**src/sv/lplg_pkg.sv**
```systemverilog
`default_nettype none

package lplg_pkg;

  localparam int DataWidth   = 16;
  localparam int AccWidth    = 48;
  localparam int MaxExponent = 8;
  localparam int FracBits    = 12;
  localparam int ExpWidth    = 4;
  localparam int QueueDepth  = 2;

  // magnitudes never exceed the largest positive accumulator value
  localparam int MagWidth  = AccWidth - 1;
  localparam int ProdWidth = MagWidth + DataWidth;

  localparam logic [ExpWidth-1:0]  ExpReset = ExpWidth'(2);
  localparam logic [MagWidth-1:0]  OneQ     = MagWidth'(1) << FracBits;
  localparam logic [MagWidth-1:0]  MagMax   = '1;
  localparam logic [ProdWidth:0]   HalfLsb  = (ProdWidth + 1)'(1) << (FracBits - 1);
  localparam logic [ProdWidth:0]   NegLimit = (ProdWidth + 1)'(1) << MagWidth;

  typedef enum logic {
    OpForward  = 1'b0,
    OpBackward = 1'b1
  } opcode_e;

  typedef enum logic {
    KindLoss     = 1'b0,
    KindGradient = 1'b1
  } kind_e;

  typedef struct packed {
    opcode_e                     opcode;
    logic signed [DataWidth-1:0] prediction;
    logic signed [DataWidth-1:0] target;
    logic signed [DataWidth-1:0] row_gradient;
    logic                        last_in_row;
  } in_item_t;

  typedef struct packed {
    kind_e                      kind;
    logic signed [AccWidth-1:0] value;
    logic                       saturated;
  } out_item_t;

  // classified work item between front and back
  typedef struct packed {
    opcode_e               opcode;
    logic                  last;
    logic [ExpWidth-1:0]   p;     // clamped exponent
    logic [DataWidth-1:0]  ad;    // |prediction - target|
    logic [DataWidth-1:0]  arg;   // |row_gradient|
    logic                  neg;   // gradient sign
  } cmd_t;

endpackage

`default_nettype wire

```
**src/sv/lplg_front.sv**
```systemverilog
`default_nettype none

module lplg_front (
  input  logic                               clk_i,
  input  logic                               rst_ni,
  input  logic [lplg_pkg::ExpWidth-1:0]      exponent_i,
  input  logic                               in_valid_i,
  output logic                               in_ready_o,
  input  lplg_pkg::in_item_t                 in_data_i,
  output logic                               cmd_valid_o,
  input  logic                               cmd_ready_i,
  output lplg_pkg::cmd_t                     cmd_o
);

  localparam int DW = lplg_pkg::DataWidth;

  logic [DW:0]    diff;
  logic [DW:0]    diff_abs;
  logic [DW-1:0]  rg_abs;
  lplg_pkg::cmd_t cmd_d, cmd_q;
  logic           vld_q;

  always_comb begin
    diff     = {in_data_i.prediction[DW-1], in_data_i.prediction}
             - {in_data_i.target[DW-1], in_data_i.target};
    diff_abs = diff[DW] ? (~diff + 1'b1) : diff;
    rg_abs   = in_data_i.row_gradient[DW-1] ? (~in_data_i.row_gradient + 1'b1)
                                            : in_data_i.row_gradient;

    cmd_d.opcode = in_data_i.opcode;
    cmd_d.last   = in_data_i.last_in_row;
    cmd_d.ad     = diff_abs[DW-1:0];
    cmd_d.arg    = rg_abs;
    cmd_d.neg    = diff[DW] ^ in_data_i.row_gradient[DW-1];
    if (int'(exponent_i) > lplg_pkg::MaxExponent) begin
      cmd_d.p = lplg_pkg::ExpWidth'(lplg_pkg::MaxExponent);
    end else begin
      cmd_d.p = exponent_i;
    end
  end

  assign in_ready_o  = !vld_q || cmd_ready_i;
  assign cmd_valid_o = vld_q;
  assign cmd_o       = cmd_q;

  always_ff @(posedge clk_i or negedge rst_ni) begin
    if (!rst_ni) begin
      vld_q <= 1'b0;
    end else if (in_valid_i && in_ready_o) begin
      vld_q <= 1'b1;
    end else if (cmd_ready_i) begin
      vld_q <= 1'b0;
    end
  end

  always_ff @(posedge clk_i) begin
    if (in_valid_i && in_ready_o) begin
      cmd_q <= cmd_d;
    end
  end

endmodule

`default_nettype wire

```
**src/sv/lplg_fifo.sv**
```systemverilog
`default_nettype none

module lplg_fifo (
  input  logic           clk_i,
  input  logic           rst_ni,
  input  logic           push_valid_i,
  output logic           push_ready_o,
  input  lplg_pkg::cmd_t push_data_i,
  output logic           pop_valid_o,
  input  logic           pop_ready_i,
  output lplg_pkg::cmd_t pop_data_o
);

  localparam int Depth    = lplg_pkg::QueueDepth;
  localparam int PtrWidth = $clog2(Depth);
  localparam int CntWidth = $clog2(Depth + 1);

  lplg_pkg::cmd_t      mem_q [Depth];
  logic [PtrWidth-1:0] wr_ptr_q, rd_ptr_q;
  logic [CntWidth-1:0] cnt_q;
  logic                push, pop;

  assign push_ready_o = cnt_q != CntWidth'(Depth);
  assign pop_valid_o  = cnt_q != '0;
  assign pop_data_o   = mem_q[rd_ptr_q];
  assign push         = push_valid_i && push_ready_o;
  assign pop          = pop_valid_o && pop_ready_i;

  always_ff @(posedge clk_i or negedge rst_ni) begin
    if (!rst_ni) begin
      wr_ptr_q <= '0;
      rd_ptr_q <= '0;
      cnt_q    <= '0;
    end else begin
      if (push) begin
        wr_ptr_q <= (wr_ptr_q == PtrWidth'(Depth - 1)) ? '0 : wr_ptr_q + 1'b1;
      end
      if (pop) begin
        rd_ptr_q <= (rd_ptr_q == PtrWidth'(Depth - 1)) ? '0 : rd_ptr_q + 1'b1;
      end
      if (push && !pop) begin
        cnt_q <= cnt_q + 1'b1;
      end else if (pop && !push) begin
        cnt_q <= cnt_q - 1'b1;
      end
    end
  end

  always_ff @(posedge clk_i) begin
    if (push) begin
      mem_q[wr_ptr_q] <= push_data_i;
    end
  end

endmodule

`default_nettype wire

```
**src/sv/lplg_back.sv**
```systemverilog
`default_nettype none

module lplg_back (
  input  logic                clk_i,
  input  logic                rst_ni,
  input  logic                cmd_valid_i,
  output logic                cmd_ready_o,
  input  lplg_pkg::cmd_t      cmd_i,
  output logic                out_valid_o,
  input  logic                out_ready_i,
  output lplg_pkg::out_item_t out_data_o
);

  localparam int MW = lplg_pkg::MagWidth;
  localparam int PW = lplg_pkg::ProdWidth;
  localparam int AW = lplg_pkg::AccWidth;
  localparam int EW = lplg_pkg::ExpWidth;
  localparam int DW = lplg_pkg::DataWidth;

  typedef enum logic [5:0] {
    SIdle  = 6'b000001,
    SPow   = 6'b000010,
    SScale = 6'b000100,
    SGrad  = 6'b001000,
    SAcc   = 6'b010000,
    SOut   = 6'b100000
  } state_e;

  state_e              state_q, state_d;
  logic [EW-1:0]       cnt_q, cnt_d;
  logic [MW-1:0]       r_q, r_d;
  logic                sat_q, sat_d;
  logic [MW-1:0]       acc_q, acc_d;
  logic                row_sat_q, row_sat_d;
  lplg_pkg::cmd_t      wrk_q, wrk_d;
  lplg_pkg::out_item_t res_q, res_d;
  lplg_pkg::out_item_t out_q, out_d;
  logic                out_vld_q, out_vld_d;

  logic [DW-1:0] mul_b;
  logic [PW-1:0] prod;
  logic [PW:0]   rnd_ofs;
  logic [PW:0]   shr;
  logic          pow_over;
  logic [MW-1:0] pow_val;
  logic          scale_over;
  logic          grad_over;
  logic [AW-1:0] grad_mag;
  logic [AW-1:0] grad_val;
  logic [AW-1:0] acc_sum;
  logic [MW-1:0] new_acc;
  logic          new_sat;
  logic          out_free;
  logic [EW-1:0] n;

  // shared multiplier: power steps, scale by p, scale by row gradient
  always_comb begin
    unique case (state_q)
      SPow:    mul_b = wrk_q.ad;
      SScale:  mul_b = DW'(wrk_q.p);
      default: mul_b = wrk_q.arg;
    endcase
    prod    = PW'(r_q) * PW'(mul_b);
    rnd_ofs = (state_q == SGrad && wrk_q.neg) ? lplg_pkg::HalfLsb - 1'b1
                                              : lplg_pkg::HalfLsb;
    shr     = ({1'b0, prod} + rnd_ofs) >> lplg_pkg::FracBits;

    pow_over   = |shr[PW:MW];
    pow_val    = pow_over ? lplg_pkg::MagMax : shr[MW-1:0];
    scale_over = |prod[PW-1:MW];

    grad_over = wrk_q.neg ? (shr > lplg_pkg::NegLimit) : pow_over;
    if (grad_over) begin
      grad_mag = wrk_q.neg ? lplg_pkg::NegLimit[AW-1:0] : {1'b0, lplg_pkg::MagMax};
    end else begin
      grad_mag = shr[AW-1:0];
    end
    grad_val = wrk_q.neg ? (AW'(0) - grad_mag) : grad_mag;

    acc_sum = {1'b0, acc_q} + {1'b0, r_q};
    new_acc = acc_sum[AW-1] ? lplg_pkg::MagMax : acc_sum[MW-1:0];
    new_sat = row_sat_q | sat_q | acc_sum[AW-1];
  end

  assign out_free    = !out_vld_q || out_ready_i;
  assign cmd_ready_o = state_q == SIdle;
  assign out_valid_o = out_vld_q;
  assign out_data_o  = out_q;

  always_comb begin
    state_d   = state_q;
    cnt_d     = cnt_q;
    r_d       = r_q;
    sat_d     = sat_q;
    acc_d     = acc_q;
    row_sat_d = row_sat_q;
    wrk_d     = wrk_q;
    res_d     = res_q;
    out_d     = out_q;
    out_vld_d = out_vld_q;
    n         = (cmd_i.opcode == lplg_pkg::OpBackward) ? cmd_i.p - 1'b1 : cmd_i.p;

    if (out_vld_q && out_ready_i) begin
      out_vld_d = 1'b0;
    end

    unique case (state_q)
      SIdle: begin
        if (cmd_valid_i) begin
          wrk_d = cmd_i;
          sat_d = 1'b0;
          if (cmd_i.opcode == lplg_pkg::OpBackward && cmd_i.p == '0) begin
            res_d.kind      = lplg_pkg::KindGradient;
            res_d.value     = '0;
            res_d.saturated = 1'b0;
            state_d         = SOut;
          end else begin
            r_d   = (n == '0) ? lplg_pkg::OneQ : MW'(cmd_i.ad);
            cnt_d = n - 1'b1;
            if (n >= EW'(2)) begin
              state_d = SPow;
            end else if (cmd_i.opcode == lplg_pkg::OpBackward) begin
              state_d = SScale;
            end else begin
              state_d = SAcc;
            end
          end
        end
      end
      SPow: begin
        r_d   = pow_val;
        sat_d = sat_q | pow_over;
        cnt_d = cnt_q - 1'b1;
        if (cnt_q == EW'(1)) begin
          state_d = (wrk_q.opcode == lplg_pkg::OpBackward) ? SScale : SAcc;
        end
      end
      SScale: begin
        r_d     = scale_over ? lplg_pkg::MagMax : prod[MW-1:0];
        sat_d   = sat_q | scale_over;
        state_d = SGrad;
      end
      SGrad: begin
        res_d.kind      = lplg_pkg::KindGradient;
        res_d.value     = grad_val;
        res_d.saturated = sat_q | grad_over;
        state_d         = SOut;
      end
      SAcc: begin
        if (wrk_q.last) begin
          res_d.kind      = lplg_pkg::KindLoss;
          res_d.value     = {1'b0, new_acc};
          res_d.saturated = new_sat;
          acc_d           = '0;
          row_sat_d       = 1'b0;
          state_d         = SOut;
        end else begin
          acc_d     = new_acc;
          row_sat_d = new_sat;
          state_d   = SIdle;
        end
      end
      SOut: begin
        if (out_free) begin
          out_d     = res_q;
          out_vld_d = 1'b1;
          state_d   = SIdle;
        end
      end
      default: state_d = SIdle;
    endcase
  end

  always_ff @(posedge clk_i or negedge rst_ni) begin
    if (!rst_ni) begin
      state_q   <= SIdle;
      cnt_q     <= '0;
      acc_q     <= '0;
      row_sat_q <= 1'b0;
      out_vld_q <= 1'b0;
    end else begin
      state_q   <= state_d;
      cnt_q     <= cnt_d;
      acc_q     <= acc_d;
      row_sat_q <= row_sat_d;
      out_vld_q <= out_vld_d;
    end
  end

  always_ff @(posedge clk_i) begin
    r_q   <= r_d;
    sat_q <= sat_d;
    wrk_q <= wrk_d;
    res_q <= res_d;
    out_q <= out_d;
  end

  a_out_load: assert property (@(posedge clk_i) disable iff (!rst_ni)
    (state_q == SOut && out_free) |=> out_vld_q)
    else $error("finished result not loaded into output register");

  a_row_clear: assert property (@(posedge clk_i) disable iff (!rst_ni)
    (state_q == SAcc && wrk_q.last) |=> (acc_q == '0 && !row_sat_q))
    else $error("row accumulator not cleared after row loss");

  a_pow_cnt: assert property (@(posedge clk_i) disable iff (!rst_ni)
    (state_q == SPow) |-> (cnt_q != '0))
    else $error("power step with exhausted counter");

  a_zero_grad: assert property (@(posedge clk_i) disable iff (!rst_ni)
    (state_q == SIdle && cmd_valid_i && cmd_i.opcode == lplg_pkg::OpBackward &&
     cmd_i.p == '0) |=> (state_q == SOut && res_q.value == '0 && !res_q.saturated))
    else $error("zero-exponent gradient not zero");

endmodule

`default_nettype wire

```
**src/sv/lp_loss_and_gradient.sv**
```systemverilog
`default_nettype none

// Channel   Dir  Handshake              Payload
// in        in   in_valid_i/in_ready_o  in_data_i   (opcode, prediction, target,
//                                                    row_gradient, last_in_row)
// out       out  out_valid_o/out_ready_i out_data_o (kind, value, saturated)
// cfg       in   cfg_valid_i/cfg_ready_o cfg_data_i (exponent, 4 bits)
//
// Back end: one shared multiplier, one multiply per cycle while it works an item;
//   it takes a new item only when idle. Forward item: p-1 power steps for p >= 1,
//   none for p = 0, then accumulation, and an output step if it closes a row.
//   Backward item: p-2 power steps for p >= 2, none for p <= 1, then scale by p,
//   scale by row gradient and output; p = 0 goes straight to output with zero.
// The front register and a two-entry queue lie ahead of the back end.
// Reset: exponent returns to 2; row accumulator and its flag clear.
// Stalls: the queue decouples input from the back end; a result waiting in
//   the output register holds the back end only when a new result is ready.

module lp_loss_and_gradient (
  input  logic                          clk_i,
  input  logic                          rst_ni,
  input  logic                          in_valid_i,
  output logic                          in_ready_o,
  input  lplg_pkg::in_item_t            in_data_i,
  output logic                          out_valid_o,
  input  logic                          out_ready_i,
  output lplg_pkg::out_item_t           out_data_o,
  input  logic                          cfg_valid_i,
  output logic                          cfg_ready_o,
  input  logic [lplg_pkg::ExpWidth-1:0] cfg_data_i
);

  // exponent register; the front samples it with each input transfer
  logic [lplg_pkg::ExpWidth-1:0] exp_q;

  // front register -> queue
  logic           fq_valid, fq_ready;
  lplg_pkg::cmd_t fq_cmd;

  // queue -> back end
  logic           qb_valid, qb_ready;
  lplg_pkg::cmd_t qb_cmd;

  assign cfg_ready_o = 1'b1;

  always_ff @(posedge clk_i or negedge rst_ni) begin
    if (!rst_ni) begin
      exp_q <= lplg_pkg::ExpReset;
    end else if (cfg_valid_i && cfg_ready_o) begin
      exp_q <= cfg_data_i;
    end
  end

  // front: difference, magnitudes, sign and exponent clamp per transfer
  lplg_front u_front (
    .clk_i       (clk_i),
    .rst_ni      (rst_ni),
    .exponent_i  (exp_q),
    .in_valid_i  (in_valid_i),
    .in_ready_o  (in_ready_o),
    .in_data_i   (in_data_i),
    .cmd_valid_o (fq_valid),
    .cmd_ready_i (fq_ready),
    .cmd_o       (fq_cmd)
  );

  // short queue so the front keeps taking transfers while the back end works
  lplg_fifo u_fifo (
    .clk_i        (clk_i),
    .rst_ni       (rst_ni),
    .push_valid_i (fq_valid),
    .push_ready_o (fq_ready),
    .push_data_i  (fq_cmd),
    .pop_valid_o  (qb_valid),
    .pop_ready_i  (qb_ready),
    .pop_data_o   (qb_cmd)
  );

  // back end: power loop, scaling, row accumulation, output register
  lplg_back u_back (
    .clk_i       (clk_i),
    .rst_ni      (rst_ni),
    .cmd_valid_i (qb_valid),
    .cmd_ready_o (qb_ready),
    .cmd_i       (qb_cmd),
    .out_valid_o (out_valid_o),
    .out_ready_i (out_ready_i),
    .out_data_o  (out_data_o)
  );

endmodule

`default_nettype wire
```
**config.mk**
```make
export PLATFORM = sky130hd
export DESIGN_NAME = lp_loss_and_gradient
export DESIGN_NICKNAME = d
export VERILOG_FILES = /design/src/sv/lplg_pkg.sv /design/src/sv/lplg_front.sv /design/src/sv/lplg_fifo.sv /design/src/sv/lplg_back.sv /design/src/sv/lp_loss_and_gradient.sv
export SDC_FILE = /design/constraint.sdc
export NUM_CORES = 2
export LEC_CHECK = 0
export BUFFER_PORTS_ARGS = -buffer_cell sky130_fd_sc_hd__clkbuf_2
export CAP_MARGIN = 20
export CORE_MARGIN = 2
export CORE_UTILIZATION = 30
export DETAILED_ROUTE_END_ITERATION = 10
export HOLD_SLACK_MARGIN = 0.02
export PLACE_DENSITY_LB_ADDON = 0.15
export SLEW_MARGIN = 10
export SYNTH_ARGS = -nofsm -noshare
export SYNTH_HDL_FRONTEND = slang
export SYNTH_HIERARCHICAL = 1
export SYNTH_SLANG_ARGS = --single-unit
export TNS_END_PERCENT = 20
```
**constraint.sdc**
```tcl
create_clock -name clk_i -period 17.65 [get_ports clk_i]
set_input_delay 1.765 -clock clk_i [delete_from_list [all_inputs] [get_ports clk_i]]
set_output_delay 1.765 -clock clk_i [all_outputs]
set_load 0.02 [all_outputs]
```
# Yosys cells after proc, flatten, opt, wreduce, memory -nomap -nowiden
# Memories as Yosys holds them, arrays and structs flattened.
# Index checks and enable logic that the tools add are counted.
# totals
ff_bits	294
ram_bits	78
in_bits	59
output_inout_bits	53
wordCells	149
memories	1
# classes
addsub	13
n_mul	1
order_cmp	3
eq_ne	14
mux	47
bitwise_logic	8
n_reduce_logical	31
# mem_list
name	depth	width	rd	rd_clocked_by_memory_dff	wr	line	source
u_fifo.mem_q	2	39	1	0	1	lplg_fifo.sv:18	lplg_pkg::cmd_t mem_q [Depth];
# op_table
cell	count
47-bit two-way mux	6
50-bit two-way mux	3
50-bit one-hot mux with 3 select lines	1
48-bit two-way mux	3
47-bit one-hot mux with 3 select lines	1
63-bit by 64-bit adder with 64-bit output	1
47-bit by 16-bit multiplier with 63-bit output	1
52-bit by 48-bit greater-than comparator with 1-bit output (second input constant)	1
47-bit by 47-bit adder with 48-bit output	1
1-bit by 48-bit subtractor with 48-bit output (first input constant)	1
6-bit two-way mux	6
6-bit one-hot mux with 6 select lines	1
16-bit by 1-bit adder with 16-bit output (second input constant)	2
16-bit two-way mux	2
16-bit inverter	2
16-bit one-hot mux with 2 select lines	1
16-bit by 16-bit subtractor with 17-bit output	1
16-bit OR reduction	1
15-bit two-way mux	1
1-bit two-way mux	12
12-bit two-way mux	1
4-bit two-way mux	3
4-bit by 1-bit subtractor with 4-bit output (second input constant)	3
5-bit two-way mux	2
29 further kinds	60

# Depth between registers and ports, before layout
# depth
word_depth	10
mapped_depth	55
ltp_nobuf	50

# Modules after synthesis
# The synthesis kept the hierarchy.
# by_module_without_submodules
mod	instances	cells_each	area_per_inst_um2	seq_area_each_um2
lplg_back	1	4571	40139.7	7093.1
lplg_fifo	1	139	3032.9	2442.3
lplg_front	1	281	2862.7	1196.1
lp_loss_and_gradient	1	10	157.7	101.3

# Worst setup path after synthesis
# Ideal clock, no wire load.
# synth_path
path_type	reg-to-reg
startpoint	register u_back.state_q[2]
endpoint	register u_back/res_q[47] in the netlist's numbering (data pin)
setup_ps	261
arrival_time_ps	12808
required_ps	17389
setup_slack_ps	4581
stages_incl_launch_ff	52
n_path_buf	7
period_less_slack_ps	13069
path_cell_list	dfrtp_1 > or4_1 > nor3b_1 > clkbuf_1 > clkbuf_1 > a22oi_1 > nand2_1 > clkbuf_1 > nand2_1 > fa_1 > fa_1 > inv_1 > ha_1 > inv_1 > fa_1 > fa_1 > fa_1 > inv_1 > (+16 left out) > or4_1 > or4b_1 > or4_4 > o21ai_4 > buf_6 > buf_4 > buf_2 > nand2_1 > nand2_1 > ha_1 > and4_1 > and3_1 > nand4_1 > a21oi_1 > o21ai_1 > a2111oi_4 > xor2_1 > a221o_1
# synth_lines
element	line	source
from (decl)	lplg_back.sv:29	state_e state_q, state_d;
from (signal assigned)	lplg_back.sv:176	state_q <= SIdle;
from (signal assigned)	lplg_back.sv:182	state_q <= state_d;
to (signal assigned)	lplg_back.sv:194	res_q <= res_d;
to (decl)	lplg_back.sv:36	lplg_pkg::out_item_t res_q, res_d;

==> impl_metrics.env <==
export IMPL_outcome="finished clean"
export IMPL_period_share_pct=84.7
export IMPL_synth_cells=5001
export IMPL_critPathTopFamily="compound AO/OA/AOI/OAI gates"
export IMPL_netlist_area_sq_um=46200
export IMPL_path_buf_inv=6
export IMPL_final_common_cell="inv_1"
export IMPL_dieWidth_um=396
export IMPL_cts_num_sinks=372
export IMPL_max_cap_violations=0
export IMPL_hold_violations=0
export IMPL_ys_warn_count=6
export IMPL_maxSlewViolCount=0
export IMPL_h_tree_depth=2
export IMPL_fin_setup_tns_ns=0
export IMPL_die_area_sq_um=157000
export IMPL_synth_top_area_share_pct=27.3
export IMPL_synth_edf_count=304
export IMPL_overflow=0
export IMPL_rsz0062_at_grt="false"
export IMPL_dp_slack_ns=2.75
export IMPL_hp_class="reg -> reg"
export IMPL_initial_utilization_pct=30.1
export IMPL_cts_tree="yes"
export IMPL_syn_nets=5908
export IMPL_postCtsHoldBufs=0
export IMPL_maxSlewHeadroom_pct=27.9
export IMPL_worst_pin_slew_ns=1.07
export IMPL_ios=112
export IMPL_first_global_vias=37921
export IMPL_vias=35710
export IMPL_port_buffers=110
export IMPL_antenna_left=0
export IMPL_yosys_register_bits=372
export IMPL_diodes=0
export IMPL_viasPerCell=5.04
export IMPL_layout_setup_ws_ns=2.70
export IMPL_synth_ff_type="edfxtp_1"
export IMPL_most_common_layout_cells="inv_1, nand2_1, fa_1, and2_1, edfxtp_1"
export IMPL_path_common_cell="fa_1"
export IMPL_async_reset_ff_share_pct=18.3
export IMPL_clock_path_buffers=3
export IMPL_p_total_w=0.00224
export IMPL_finalNetCount=5916
export IMPL_peakVddDrop_mv=0.0584
export IMPL_setup_violations=0
export IMPL_synth_top_cell_by_area="fa_1"
export IMPL_arrival_ns=15.31
export IMPL_area_growth_pct=9.55
export IMPL_worst_path_max_delay_cell="a311oi_1"
export IMPL_fin_skew_ns=0.0409
export IMPL_cts_buffers=44
export IMPL_cp_max_fo=44
export IMPL_rows=144
export IMPL_power_density_nw_per_um2=44.2
export IMPL_dp_hpwl_mm=118
export IMPL_critPathRequiredTime_ns=18.02
export IMPL_antenna_found_initial=7
export IMPL_die_y_um=396
export IMPL_cpPeakStageDelay_ns=0.88
export IMPL_gr_usage_all_layers_pct=19.5
export IMPL_worstSetupPathType="reg -> reg"
export IMPL_cts_resized_gates=0
export IMPL_drtIter0Drc=2306
export IMPL_synth_seq_area_share_pct=23.5
export IMPL_clkLatencyLatePin_ns=0.62
export IMPL_grt_pass1_wl_mm=236
export IMPL_drt_pass1_iterations=5
export IMPL_period_needed_ns=14.95
export IMPL_end_kind="flip-flop"
export IMPL_wl_per_cell_um=21.4
export IMPL_gp_congestion=0.940
export IMPL_design_core_area_sq_um=154000
export IMPL_fmax_mhz=66.9
export IMPL_drc_errors=0
export IMPL_drive_gt1_share_pct=7.99
export IMPL_grt_max_degree=71
export IMPL_synth_cell_types=107
export IMPL_cts_root_buffer="clkbuf_16"
export IMPL_clk_pin_slew_ns=0.07
export IMPL_synth_area_leaders="fa_1, edfxtp_1, inv_1"
export IMPL_leakagePower_nw=22.5
export IMPL_postCtsSetupBuffers=0
export IMPL_critPathLaunchType="flip-flop"
export IMPL_reg2reg_setup_slack_ns=2.70
export IMPL_avgSynthCellArea_sq_um=9.24
export IMPL_drt_wl_total_mm=152
-- report_power, final --
| group | switching [W] | internal, W | total [W] |
|---|---|---|---|
| Combinational | 0.000136 | 0.0000763 | 0.000213 |
| Sequential | 0.0000245 | 0.00106 | 0.00109 |
| Clock | 0.000406 | 0.000534 | 0.000941 |
-- metal layers --
layer	wire (um)	track usage, %	up-vias
li1	-	-	16376
met1	70100	27.0	18373
met3	5670	1.53	157
met5	0	0	-
met4	3440	4.33	0
met2	72600	33.1	804
-- sequential cells by signal, indices dropped and copies added, names as in the netlist --
name                 cells
u_fifo/wr_ptr_q          1
u_fifo/cnt_q             2
u_back/cnt_q             4
u_back/row_sat_q         1
u_back/out_data_o       50
u_front/cmd_o           39
u_back/r_q              47
u_fifo/mem_q            78
u_back/wrk_q            39
exp_q                    4
u_front/cmd_valid_o      1
u_back/state_q           6
u_back/out_valid_o       1
u_fifo/rd_ptr_q          1
u_back/acc_q            47
u_back/sat_q             1
u_back/res_q            50
-- kinds of logic after synthesis --
logic type                 Yosys count  synth area share, %
other                                1              0.00812
xor gates and xnor gates           194                 3.68
DFF                                372                 23.5
adders and majority gates          848                 33.2
and+or+nand+nor                   1680                 18.0
muxes                               77                 1.81
buffers and inverters             1005                 8.32
AOI/OAI and AO/OA                  824                 11.5
-- worst register-to-register path, delay by kind of cell, from the launching register on --
kind | cells | cell delay [ns]
simple gates | 13 | 3.98
buf+inv | 6 | 1.36
compound gates | 12 | 4.32
xor+xnor | 2 | 0.67
flops | 1 | 0.44
fa+ha+maj | 8 | 3.94
-- per-stage QoR --
step,instances,utilization (%),hold slack [ns],cell area (sq um)
global placement,7001,31.9,0.407,49000
floorplan,5001,-,0.400,46200
CTS,7085,32.9,0.415,50600
global route,7088,33.0,0.428,50600
finish,7088,33.0,0.412,50600
detailed placement,7004,32.0,0.405,49100
-- final cells by class --
type / instances / area (sq um)
timing repair buffer: 201 / 1290
inverter: 766 / 2880
clock inverter: 31 / 327
multi-input combinational: 3624 / 31600
tap: 2044 / 2560
clock buffer: 50 / 1140
sequential: 372 / 10800
fill: 16121 / 103000
-- Yosys cell counts, types with 66 or more instances --
| library cell | count |
|---|---|
| xnor2_1 | 136 |
| ha_1 | 218 |
| clkbuf_1 | 216 |
| o21ai_0 | 221 |
| and2_1 | 337 |
| dfrtp_1 | 66 |
| fa_1 | 630 |
| nand3_1 | 72 |
| nor2_1 | 193 |
| a21oi_1 | 201 |
| edfxtp_1 | 304 |
| a21o_1 | 73 |
| inv_1 | 764 |
| nand2_1 | 728 |
-- path summary, 6_finish.rpt --
path	to	startpoint	cells past startpoint
max	u_back/res_q[47]	u_back/state_q[1]	41
min	u_back/out_data_o[3]	u_back/res_q[3]	0
max reg2reg	u_back/res_q[47]	u_back/state_q[1]	41
min reg2reg	u_back/out_data_o[3]	u_back/res_q[3]	0
max in group asynchronous	exp_q[1]	rst_ni	2
min in group asynchronous	u_back/acc_q[14]	rst_ni	1
No activity file was read; power rests on OpenSTA's default activity.
